==> config.mk <==
export PLATFORM = sky130hd
export DESIGN_NAME = tgs_ctrl
export DESIGN_NICKNAME = d
export VERILOG_FILES = /design/src/rtl/core/tgs_pkg.sv /design/src/rtl/core/tgs_ctrl.sv
export SDC_FILE = /design/constraint.sdc
export NUM_CORES = 1
export LEC_CHECK = 0
export BUFFER_PORTS_ARGS = -buffer_cell sky130_fd_sc_hd__buf_4
export CAP_MARGIN = 10
export CORE_UTILIZATION = 48
export CTS_CLUSTER_DIAMETER = 30
export CTS_CLUSTER_SIZE = 10
export DETAILED_ROUTE_END_ITERATION = 8
export GPL_TIMING_DRIVEN = 0
export PLACE_DENSITY = 0.75
export RECOVER_POWER = 50
export SYNTH_ARGS = -nofsm -noshare
export SYNTH_HDL_FRONTEND = slang
export SYNTH_SLANG_ARGS = --single-unit
==> constraint.sdc <==
create_clock -name clk -period 1.93 [get_ports clk]
set_input_delay 0.193 -clock clk [delete_from_list [all_inputs] [get_ports clk]]
set_output_delay 0.193 -clock clk [all_outputs]
set_load 0.02 [all_outputs]
==> src/rtl/core/tgs_pkg.sv <==
// ----------------------------------------------------------------------------
// tgs_pkg
// Shared types and constants of the trilinear grid sampler: field widths,
// register and operation codes, and the controller/datapath interface.
// ----------------------------------------------------------------------------
package tgs_pkg;

  localparam int SIZE_W     = 5;   // grid size register width
  localparam int CELL_IDX_W = 12;  // cell_index field width
  localparam int CELL_VAL_W = 16;  // cell_value field width
  localparam int DENS_W     = 16;  // density result width
  localparam int CFG_IDX_W  = 2;   // configuration register index width
  localparam int LIN_BITS   = 15;  // linear index before wrap (max 29790)
  localparam int CELL_CODE_W = 3;  // {z, y, x} corner select

  // configuration register indexes
  localparam logic [CFG_IDX_W-1:0] REG_SIZE_X = 2'd0;
  localparam logic [CFG_IDX_W-1:0] REG_SIZE_Y = 2'd1;
  localparam logic [CFG_IDX_W-1:0] REG_SIZE_Z = 2'd2;

  localparam logic [SIZE_W-1:0] SIZE_RESET = 5'd16;

  // operation codes
  localparam logic OP_QUERY = 1'b0;
  localparam logic OP_WRITE = 1'b1;

  // last corner of the eight
  localparam logic [CELL_CODE_W-1:0] CELL_LAST = 3'd7;

  typedef struct packed {
    logic                   wr;        // write one grid cell
    logic                   load;      // capture a query
    logic                   axis;      // per-axis index and weight step
    logic                   offs;      // linear offsets and yz weights step
    logic                   issue;     // start one corner read
    logic [CELL_CODE_W-1:0] corner;    // corner being started
    logic                   last;      // corner is the eighth
    logic                   out_load;  // load the result register
  } ctrl_cmd_t;

  typedef struct packed {
    logic in_outside;  // presented query point is outside the box
    logic sum_done;    // eighth product is being accumulated
    logic pipe_busy;   // a corner read is still in flight
  } dp_status_t;

endpackage

==> src/rtl/core/tgs_ctrl.sv <==
// ----------------------------------------------------------------------------
// tgs_ctrl
// Sequencer of the grid sampler: accepts items, steps a query through the
// axis, offset, corner-read and drain phases, and owns the result valid.
// ----------------------------------------------------------------------------
module tgs_ctrl (
  input  logic                 clk,
  input  logic                 rst,
  input  logic                 s_tvalid,
  output logic                 s_tready,
  input  logic                 operation,
  output logic                 m_tvalid,
  input  logic                 m_tready,
  input  tgs_pkg::dp_status_t  status,
  output tgs_pkg::ctrl_cmd_t   cmd
);

  import tgs_pkg::*;

  typedef enum logic [5:0] {
    ST_IDLE  = 6'b000001,
    ST_AXIS  = 6'b000010,
    ST_OFFS  = 6'b000100,
    ST_ISSUE = 6'b001000,
    ST_DRAIN = 6'b010000,
    ST_DONE  = 6'b100000
  } state_t;

  state_t                 state, state_next;
  logic [CELL_CODE_W-1:0] cell_cnt, cell_cnt_next;
  logic                   m_valid, m_valid_next;
  logic                   accept;
  logic                   can_load;

  assign s_tready = (state == ST_IDLE);
  assign accept   = s_tvalid && s_tready;
  assign can_load = !m_valid || m_tready;
  assign m_tvalid = m_valid;

  always_comb begin
    state_next    = state;
    cell_cnt_next = cell_cnt;
    cmd           = '0;
    cmd.corner    = cell_cnt;
    cmd.last      = (cell_cnt == CELL_LAST);
    case (state)
      ST_IDLE: begin
        if (accept) begin
          if (operation == OP_WRITE) begin
            cmd.wr = 1'b1;
          end else begin
            cmd.load   = 1'b1;
            state_next = status.in_outside ? ST_DONE : ST_AXIS;
          end
        end
      end
      ST_AXIS: begin
        cmd.axis   = 1'b1;
        state_next = ST_OFFS;
      end
      ST_OFFS: begin
        cmd.offs      = 1'b1;
        cell_cnt_next = '0;
        state_next    = ST_ISSUE;
      end
      ST_ISSUE: begin
        cmd.issue     = 1'b1;
        cell_cnt_next = cell_cnt + CELL_CODE_W'(1);
        if (cell_cnt == CELL_LAST) begin
          state_next = ST_DRAIN;
        end
      end
      ST_DRAIN: begin
        if (status.sum_done) begin
          state_next = ST_DONE;
        end
      end
      ST_DONE: begin
        // hold until the result register is free
        if (can_load) begin
          cmd.out_load = 1'b1;
          state_next   = ST_IDLE;
        end
      end
      default: begin
        state_next = ST_IDLE;
      end
    endcase
  end

  always_comb begin
    m_valid_next = m_valid;
    if (cmd.out_load) begin
      m_valid_next = 1'b1;
    end else if (m_tready) begin
      m_valid_next = 1'b0;
    end
  end

  always_ff @(posedge clk) begin
    if (rst) begin
      state    <= ST_IDLE;
      cell_cnt <= '0;
      m_valid  <= 1'b0;
    end else begin
      state    <= state_next;
      cell_cnt <= cell_cnt_next;
      m_valid  <= m_valid_next;
    end
  end

endmodule

==> results.toml, run 1 <==
[run_status]
outcome = "finished clean"

[setup_path]
ff2ff_setup_slack_ps = 200
required_ps = 1740
worst_setup_path_end_kind = "output port"
ff2ff_path_depth = 5
crit_type = "flip-flop to output port"
path_buf_inv = 1
critical_path_peak_fanout = 6
path_delay_family = "simple AND/OR/NAND/NOR gates"
startpoint_type = "flip-flop"
max_stage_delay_ps = 410
regToRegStartpoint = "state[5]$_SDFFE_PP0P_"
path_cells = "nor3_4 > nand2_1 > nor2_1 > and3_1 > buf_4"
cp.depth = 5
crit_arrival_ps = 1570
cpMaxStageDelayCell = "dfxtp_1"
r2r-end = "state[5]$_SDFFE_PP0P_"

[yosys]
synthCells = 72
synth_compound_area_frac = 0.1581
synthAdderAreaFrac = 0.03810
syn_avg_cell_area_um2 = 9.123
synth_top_family_by_area = "simple AND/OR/NAND/NOR gates"
synth_cell_types = 34
synth_edf_count = 0
ys_seq_area_frac = 0.3048
synthMuxAreaShare = 0.04571
ys_ff_latch = 10
synthArstFlopShare = 0
synth-simple-area-share = 0.3695
synth_ff_type = "dfxtp_1"
yosys.area_share.xor_xnor = 0.01333
netlist_area_um2 = 656.9
yosysWarnings = 0
syn_nets = 82

[placed_design]
gp_congestion = 0.8066
post-dp-hpwl_mm = 1.024
placement.io_buffers = 18

[global_routing]
grtUsageMet2 = 0.4000
grt_max_degree = 11
antenna_found_initial = 0
first_global_vias = 532
busiest_layer = "met2"
grt_use_met1 = 0.2324
grt_util_met3 = 0.05202
grt-ovfl-total = 0
grt_pass1_wl_mm = 2.228
grt_usage = 0.2269

[route]
finalWirelength_mm = 1.331
routed_via_density = 5.324
drt-pass1-iter-count = 3
drcViolationCount = 0
route.detailed.wl_per_inst_um = 12.32
dr.first_iter.drc_count = 9
vias = 575
antenna_left = 0

[timing]
hold_viol = 0
setup_viol = 0
fin_skew_ps = 7.086
finalMaxSlewViolations = 0
fin_tns_setup_ps = 0
rsz0062_at_grt = "no"
period_share = 0.9154
worstMarginPinSlew_ps = 481.1
fmax_ghz = 0.5660
post-route-min-period_ps = 1767
max_slew_margin = 0.6793

[power]
power_density_mw_per_mm2 = 880.1
p_leak_uw = 0.0003532
irDropWorstVdd_mv = 0.4611

[clock_network]
postCtsSetupBuffers = 0
clkLatencyLatePin_ps = 270
numCtsBuffers = 3
ctsHtreeMaxLevel = 1
ctsHoldBuffers = 0
cts.sinks = 10
clock_path_buffers = 2
clkSlewWorstSetupHoldPaths_ps = 80
cts_root_buf = "clkbuf_4"
ctsResizeCount = 0
cts_tree = "done"

[floorplanning]
io_pins = 20
start_util = 0.5538
core.rowCount = 12
coreArea_mm2 = 0.001186
fp.dieW_um = 39.00
die_h_um = 39.00
die-area_mm2 = 0.001521

[worst_hold_path]
min_from = "status[2]"
min_path_cells = 2
hold_end = "state[1]$_SDFFE_PP0P_"
hold_class = "primary input to flip-flop"

[flow_run]
maxCapViolations = 0

[layout]
layout-drive-gt1-share = 0.3191
n_fill_cell = 112
finish.utilization = 0.6962
diodes = 0
syn_to_final_growth_pct = 25.71
layout.nets = 105
[Yosys cell counts (2+ instances only)]
master | number | area (um2)
o211ai_1 | 2 | 15.01
ha_1 | 2 | 25.02
nand3b_1 | 2 | 15.01
nor3_4 | 2 | 32.53
nor2_1 | 7 | 26.28
nor3b_1 | 2 | 15.01
inv_1 | 5 | 18.77
a21oi_1 | 5 | 25.02
nand2_1 | 4 | 15.01
nand2b_1 | 2 | 12.51
dfxtp_1 | 10 | 200.2
nor2b_1 | 2 | 12.51
nand3_1 | 5 | 25.02
mux2_4 | 2 | 30.03
[cell usage in the layout, fill, tap and decap left out, types with 2 or more instances in the layout]
cell type  count
o211ai_1       2
clkbuf_1       6
a21oi_1        5
nor3b_1        2
nand3_1        5
nand2_1        4
clkbuf_4       3
nand3b_1       2
dfxtp_1       10
buf_4         15
mux2_4         2
nor2_1         7
o21ai_0        2
ha_1           2
nor2b_1        2
nand2b_1       2
nor3_4         2
inv_1          5
[through the flow]
step                      total power (uW)  area, um2  setup WS, ps  hold slack (ps)  instances
final                                726.8      825.8         163.3            89.12        108
after global routing                 769.8      825.8         18.61            72.03        108
after CTS                            739.5      845.8         128.1            82.18        108
after detailed placement             543.6      809.5         374.8            374.6        104
after global placement               536.9      809.5         385.7            375.2        104
after floorplan                      462.0      656.9         326.9            264.4         72
[layer usage]
layer,wire length (um),share of wire
met1,606,0.46
met2,667,0.50
met3,46,0.035
met4,11,0.0083
met5,0,0
[final cells by class]
type / count / area, um2 / share of cell area
clock buffers: 4 / 36.28 / 0.04394
flip-flops and latches: 10 / 200.2 / 0.2424
inverters: 5 / 18.77 / 0.02273
multi-input cells: 53 / 406.6 / 0.4924
repair buffers: 18 / 120.1 / 0.1455
plain buffers: 4 / 26.28 / 0.03182
well taps: 14 / 17.52 / 0.02121
[worst max-delay path by stage]
stage                        startpoint               endpoint  slack, ps
4_1_cts           state[0]$_SDFFE_PP1P_                 cmd[0]        130
3_5_place_dp      state[5]$_SDFFE_PP0P_  state[5]$_SDFFE_PP0P_        370
2_1_floorplan  cell_cnt[0]$_SDFFE_PP0P_  state[4]$_SDFFE_PP0P_        330
6_report          state[3]$_SDFFE_PP0P_                 cmd[9]        160
3_3_place_gp      state[5]$_SDFFE_PP0P_  state[5]$_SDFFE_PP0P_        390
5_1_grt           state[3]$_SDFFE_PP0P_                 cmd[9]         20
[flip-flops by register name (all words and copies together), names as in the netlist]
register and cells:
state 6, cell_cnt 3, m_tvalid 1
[report_power, final]
group	leakage [uW]	internal, uW	switching, uW
combinational	0.000251	133	151
clock	0.0000210	115	79.4
sequential	0.0000811	223	25.4
total	0.000353	471	256
[cell families (layout without fill, tap and decap cells)]
logic type,Yosys count,after routing
muxes,2,2
xor gates and xnor gates,1,1
DFF,10,10
buffers and inverters,9,31
AOI/OAI and AO/OA,13,13
adders and majority gates,2,2
and+or+nand+nor,35,35
No activity file was read; power rests on OpenSTA's default activity.
==> inputs of run 2 (changes only) <==
--- a/config.mk
+++ b/config.mk
@@ -5,14 +5,16 @@
 export SDC_FILE = /design/constraint.sdc
 export NUM_CORES = 1
 export LEC_CHECK = 0
+export ABC_AREA = 1
 export BUFFER_PORTS_ARGS = -buffer_cell sky130_fd_sc_hd__buf_4
 export CAP_MARGIN = 10
-export CORE_UTILIZATION = 48
+export CORE_AREA = 2 2 39 41
 export CTS_CLUSTER_DIAMETER = 30
 export CTS_CLUSTER_SIZE = 10
 export DETAILED_ROUTE_END_ITERATION = 8
+export DIE_AREA = 0 0 41 43
 export GPL_TIMING_DRIVEN = 0
-export PLACE_DENSITY = 0.75
+export PLACE_DENSITY = 0.72
 export RECOVER_POWER = 50
 export SYNTH_ARGS = -nofsm -noshare
 export SYNTH_HDL_FRONTEND = slang
==> constraint.sdc (replaced) <==
create_clock -name clk -period 1.7 [get_ports clk]
set_input_delay 0.17 -clock clk [delete_from_list [all_inputs] [get_ports clk]]
set_output_delay 0.17 -clock clk [all_outputs]
set_load 0.02 [all_outputs]
==> results.toml, run 2 <==
[run_status]
outcome = "finished clean"

[placed_design]
placement.io_buffers = 18
gp_congestion = 0.7804
pre_cts_ws_ps = 339.9
post-dp-hpwl_mm = 1.006

[power]
irDropWorstVdd_mv = 0.6710
power_frac_clock = 0.155
p_seq_frac = 0.317
p_int_uw = 561.9
power_switching_uw = 470.5
power_density_mw_per_mm2 = 1382
power_frac_comb = 0.527
power.switching_fraction = 0.4557
finalPower_uw = 1032
p_leak_uw = 0.0004094

[timing]
worst_slack_ps = 127.7
max_slew_margin = 0.7853
period_share = 0.9249
finalMaxSlewViolations = 0
fin_tns_setup_ps = 0
rsz0062_at_grt = "no"
post-route-min-period_ps = 1572
setup_viol = 0
worstMarginPinSlew_ps = 320.9
hold_viol = 0
fmax_ghz = 0.6360
fin_skew_ps = 1.643

[route]
drcViolationCount = 0
finalWirelength_mm = 1.259
dr.first_iter.drc_count = 13
route.detailed.wl_per_inst_um = 9.836
drt-pass1-iter-count = 4
vias = 596
routed_via_density = 4.656
antenna_left = 0

[setup_path]
critical_path_peak_fanout = 4
r2r-end = "state[4]$_SDFFE_PP0P_"
required_ps = 1530
cp.depth = 4
worst_setup_path_end_kind = "output port"
max_stage_delay_ps = 330
ff2ff_path_depth = 9
ff2ff_setup_slack_ps = 340
regToRegStartpoint = "cell_cnt[0]$_SDFFE_PP0P_"
path_cells = "nor2_1 > nand3_2 > nor3_1 > buf_4"
startpoint_type = "flip-flop"
setup.worst_path.start = "state[2]$_SDFFE_PP0P_"
crit_arrival_ps = 1400
path_delay_family = "simple AND/OR/NAND/NOR gates"
crit_type = "flip-flop to output port"
cpMaxStageDelayCell = "dfxtp_1"
path_buf_inv = 1
crit_end = "cmd[9]"

[yosys]
synth_common_cells = "nor2_1, inv_1, nand2_1"
ys_seq_area_frac = 0.3354
synthTopCellsByArea = "dfxtp_1, nor2_1, inv_1"
syn_avg_cell_area_um2 = 6.558
synth_cell_types = 18
netlist_area_um2 = 596.8
synthCells = 91
synth_edf_count = 0
synth_top_area_frac = 0.3354
synth_area_leader_cell = "dfxtp_1"
synth_ff_type = "dfxtp_1"
yosysMostFrequentCell = "nor2_1"
yosysWarnings = 0
ys_ff_latch = 10
syn_nets = 101
synthArstFlopShare = 0

[clock_network]
numCtsBuffers = 3
ctsResizeCount = 0
cts_root_buf = "clkbuf_4"
clkLatencyLatePin_ps = 260
cts.sinks = 10
ctsHoldBuffers = 0
ctsHtreeMaxLevel = 1
clock_path_buffers = 2
postCtsSetupBuffers = 0
cts_tree = "done"
clkSlewWorstSetupHoldPaths_ps = 60

[layout]
layout.nets = 124
layout-drive-gt1-share = 0.2411
largest_reg_flops = 6
finish.utilization = 0.5398
syn_to_final_growth_pct = 25.16
regMostFlops = "state"
final_common_cell = "nor2_1"
n_fill_cell = 141
final_cell_mix = "nor2_1, inv_1, nand2_1"
diodes = 0

[global_routing]
grt_usage = 0.1709
first_global_vias = 514
grt-ovfl-total = 0
grt_pass1_wl_mm = 2.001
antenna_found_initial = 0
grt_max_degree = 8

[floorplanning]
coreArea_mm2 = 0.001384
fp.dieW_um = 41
die-area_mm2 = 0.001763
die_h_um = 43
core.rowCount = 14
start_util = 0.4313
io_pins = 20

[worst_hold_path]
hold_class = "primary input to flip-flop"

[flow_run]
maxCapViolations = 0
## run 2: changes by cell type after synthesis, moves of 3 or more
cell / change
inv_1: +11
nand2_1: +12
nand4_1: +3
nor2_1: +11
inv_2: +3
## run 2: cells by family (layout without fill, tap and decap cells)
group                      after synthesis  in the layout  synth area share
and+or+nand+nor                         53             53            0.4402
buffers and inverters                   20             41            0.1321
DFF                                     10             10            0.3354
AOI/OAI and AO/OA                        6              6           0.05030
adders and majority gates                2              2           0.04192
## run 2: worst min-delay path by stage
| stage | startpoint | cells after the start | slack (ps) | to |
|---|---|---|---|---|
| after floorplan | rst | 1 | 240 | cell_cnt[1]$_SDFFE_PP0P_ |
| after global placement | rst | 2 | 400 | cell_cnt[2]$_SDFFE_PP0P_ |
| after detailed placement | rst | 2 | 390 | cell_cnt[2]$_SDFFE_PP0P_ |
| after CTS | rst | 2 | 120 | cell_cnt[2]$_SDFFE_PP0P_ |
| after global routing | rst | 2 | 110 | cell_cnt[2]$_SDFFE_PP0P_ |
| final | rst | 2 | 120 | m_tvalid$_SDFFE_PP0P_ |
## run 2: power groups by stage
stage               sequential, uW  combinational [uW]  clock (uW)
floorplan                      331                 407           0
global placement               333                 545           0
detailed placement             335                 554           0
CTS                            330                 559         162
global route                   335                 601         177
finish                         328                 545         160
## run 2: layout make-up
cell class	count	area, um2	share of cell area
repair buffers	18	116.4	0.1558
clock buffers	3	22.52	0.03015
plain buffers	1	7.507	0.01005
well taps	16	20.02	0.02680
flip-flops and latches	10	200.2	0.2680
multi-input cells	61	309.0	0.4137
inverters	19	71.32	0.09548
## run 2: metrics by stage
| stage | hold WS [ps] | cells | area, um2 |
|---|---|---|---|
| 2_1_floorplan | 239.1 | 91 | 596.8 |
| 3_3_place_gp | 397.3 | 125 | 752.0 |
| 3_5_place_dp | 393.9 | 125 | 752.0 |
| 4_1_cts | 119.1 | 128 | 774.5 |
| 5_1_grt | 106.8 | 128 | 747.0 |
| 6_report | 115.5 | 128 | 747.0 |
## run 2: metal layers
| layer | up-vias | GRT usage | routed length [um] |
|---|---|---|---|
| met2 | 13 | 0.2688 | 602 |
| li1 | 327 | - | - |
| met3 | 5 | 0.03141 | 43 |
| met4 | 0 | 0.1000 | 31 |
| met5 | - | 0 | 0 |
| met1 | 251 | 0.2032 | 582 |
## run 2: worst register-to-register path: stages (launching register included)
cell     delay (ps)
dfxtp_1         360
ha_1            160
ha_1            160
inv_1            40
nand4_1         110
nand2_2          80
nor2_4          180
nand2_1          70
nand2_1          70
nor2_1           40
==> inputs of run 3 (changes only) <==
--- a/config.mk
+++ b/config.mk
@@ -15,7 +15,7 @@
 export DIE_AREA = 0 0 41 43
 export GPL_TIMING_DRIVEN = 0
 export PLACE_DENSITY = 0.72
-export RECOVER_POWER = 50
+export RECOVER_POWER = 25
 export SYNTH_ARGS = -nofsm -noshare
 export SYNTH_HDL_FRONTEND = slang
 export SYNTH_SLANG_ARGS = --single-unit
==> results.toml, run 3 (synthesis results as in run 2) <==
[route]
drcViolationCount = 0
drt-pass1-iter-count = 4
routed_via_density = 4.648
finalWirelength_mm = 1.257
vias = 595
antenna_left = 0
dr.first_iter.drc_count = 13
route.detailed.wl_per_inst_um = 9.820

[placed_design]
place_area_um2 = 752.0
gp_congestion = 0.7804
post-dp-hpwl_mm = 1.006
pre_cts_ws_ps = 339.9
dpl.cell_count = 125
placement.io_buffers = 18

[floorplanning]
die_h_um = 43
io_pins = 20
coreArea_mm2 = 0.001384
core.rowCount = 14
fp.dieW_um = 41
start_util = 0.4313
die-area_mm2 = 0.001763

[setup_path]
crit_type = "flip-flop to output port"
cpMaxStageDelayCell = "dfxtp_1"
r2r-end = "state[4]$_SDFFE_PP0P_"
ff2ff_setup_slack_ps = 350
required_ps = 1530
startpoint_type = "flip-flop"
worst_setup_path_end_kind = "output port"
critical_path_peak_fanout = 4
path_cells = "nor2_1 > nand3_2 > nor3_1 > buf_4"
regToRegStartpoint = "cell_cnt[0]$_SDFFE_PP0P_"
ff2ff_path_depth = 9
crit_arrival_ps = 1410
max_stage_delay_ps = 330

[worst_hold_path]
hold_class = "primary input to flip-flop"
min_path_cells = 2
min_from = "rst"
hold_end = "m_tvalid$_SDFFE_PP0P_"

[layout]
layout.nets = 124
final-instance-count-excl-fill = 128
final_cell_mix = "nor2_1, inv_1, nand2_1"
regMostFlops = "state"
fin_area_um2 = 759.5
largest_reg_flops = 6
n_fill_cell = 136
syn_to_final_growth_pct = 27.25
diodes = 0
final_common_cell = "nor2_1"
layout-drive-gt1-share = 0.2679

[clock_network]
cts.sinks = 10
clock_path_buffers = 2
numCtsBuffers = 3
cts_root_buf = "clkbuf_4"
ctsHoldBuffers = 0
cts_tree = "done"
clkSlewWorstSetupHoldPaths_ps = 60
postCtsSetupBuffers = 0
ctsHtreeMaxLevel = 1
ctsResizeCount = 0
clkLatencyLatePin_ps = 260

[global_routing]
grt-ovfl-total = 0
grt_max_degree = 8
antenna_found_initial = 0
grt_pass1_wl_mm = 2.001
first_global_vias = 514
grt_usage = 0.1709

[timing]
fin_skew_ps = 1.436
fmax_ghz = 0.6320
post-route-min-period_ps = 1582
max_slew_margin = 0.7786
rsz0062_at_grt = "no"
fin_tns_setup_ps = 0
period_share = 0.9307
finalMaxSlewViolations = 0
worst_slack_ps = 117.8
setup_viol = 0
hold_viol = 0
worstMarginPinSlew_ps = 330.9

[run_status]
outcome = "finished clean"

[power]
irDropWorstVdd_mv = 0.6773
power_density_mw_per_mm2 = 1370
p_leak_uw = 0.0004144

[flow_run]
maxCapViolations = 0
## run 3: per-stage QoR
step           power [uW]  hold slack (ps)    util
6_report             1041            116.3  0.5488
4_1_cts              1051            119.1  0.5597
2_1_floorplan       738.2            239.1       -
3_5_place_dp        888.6            393.9  0.5434
3_3_place_gp        878.2            397.3  0.5434
5_1_grt              1122            106.8  0.5488
## run 3: layer usage
layer | share of wire | vias up | track usage
met5 | 0 | - | 0
met4 | 0.025 | 0 | 0.1000
met3 | 0.035 | 5 | 0.03141
met2 | 0.48 | 13 | 0.2688
met1 | 0.46 | 250 | 0.2032
li1 | - | 327 | -
## run 3: where the power goes
group / total (uW) / switching [uW] / internal (uW)
Clock: 160 / 78.3 / 81.8
Combinational: 551 / 344 / 207
Sequential: 330 / 54.4 / 276
Total: 1040 / 477 / 564
## run 3: critical path: cells and delay by family (launching register included)
| kind | cells | cell delay (ps) |
|---|---|---|
| and+or+nand+nor | 3 | 640 |
| buffers and inverters | 1 | 170 |
| DFF | 1 | 330 |
## run 3: how the worst max path moves through the flow
stage	from	endpoint	slack, ps	cells after the start
after CTS	state[2]$_SDFFE_PP0P_	cmd[9]	120	4
after floorplan	cell_cnt[0]$_SDFFE_PP0P_	state[5]$_SDFFE_PP0P_	150	9
final	state[2]$_SDFFE_PP0P_	cmd[9]	120	4
after global placement	cell_cnt[0]$_SDFFE_PP0P_	state[5]$_SDFFE_PP0P_	330	9
after global routing	state[2]$_SDFFE_PP0P_	cmd[9]	40	4
after detailed placement	cell_cnt[0]$_SDFFE_PP0P_	state[4]$_SDFFE_PP0P_	340	9
## run 3: final cells by class
type,instances,area (um2),area share
clock buffers,3,22.52,0.02965
well taps,16,20.02,0.02636
plain buffers,1,7.507,0.009885
multi-input cells,61,317.8,0.4185
flip-flops and latches,10,200.2,0.2636
repair buffers,18,120.1,0.1582
inverters,19,71.32,0.09390
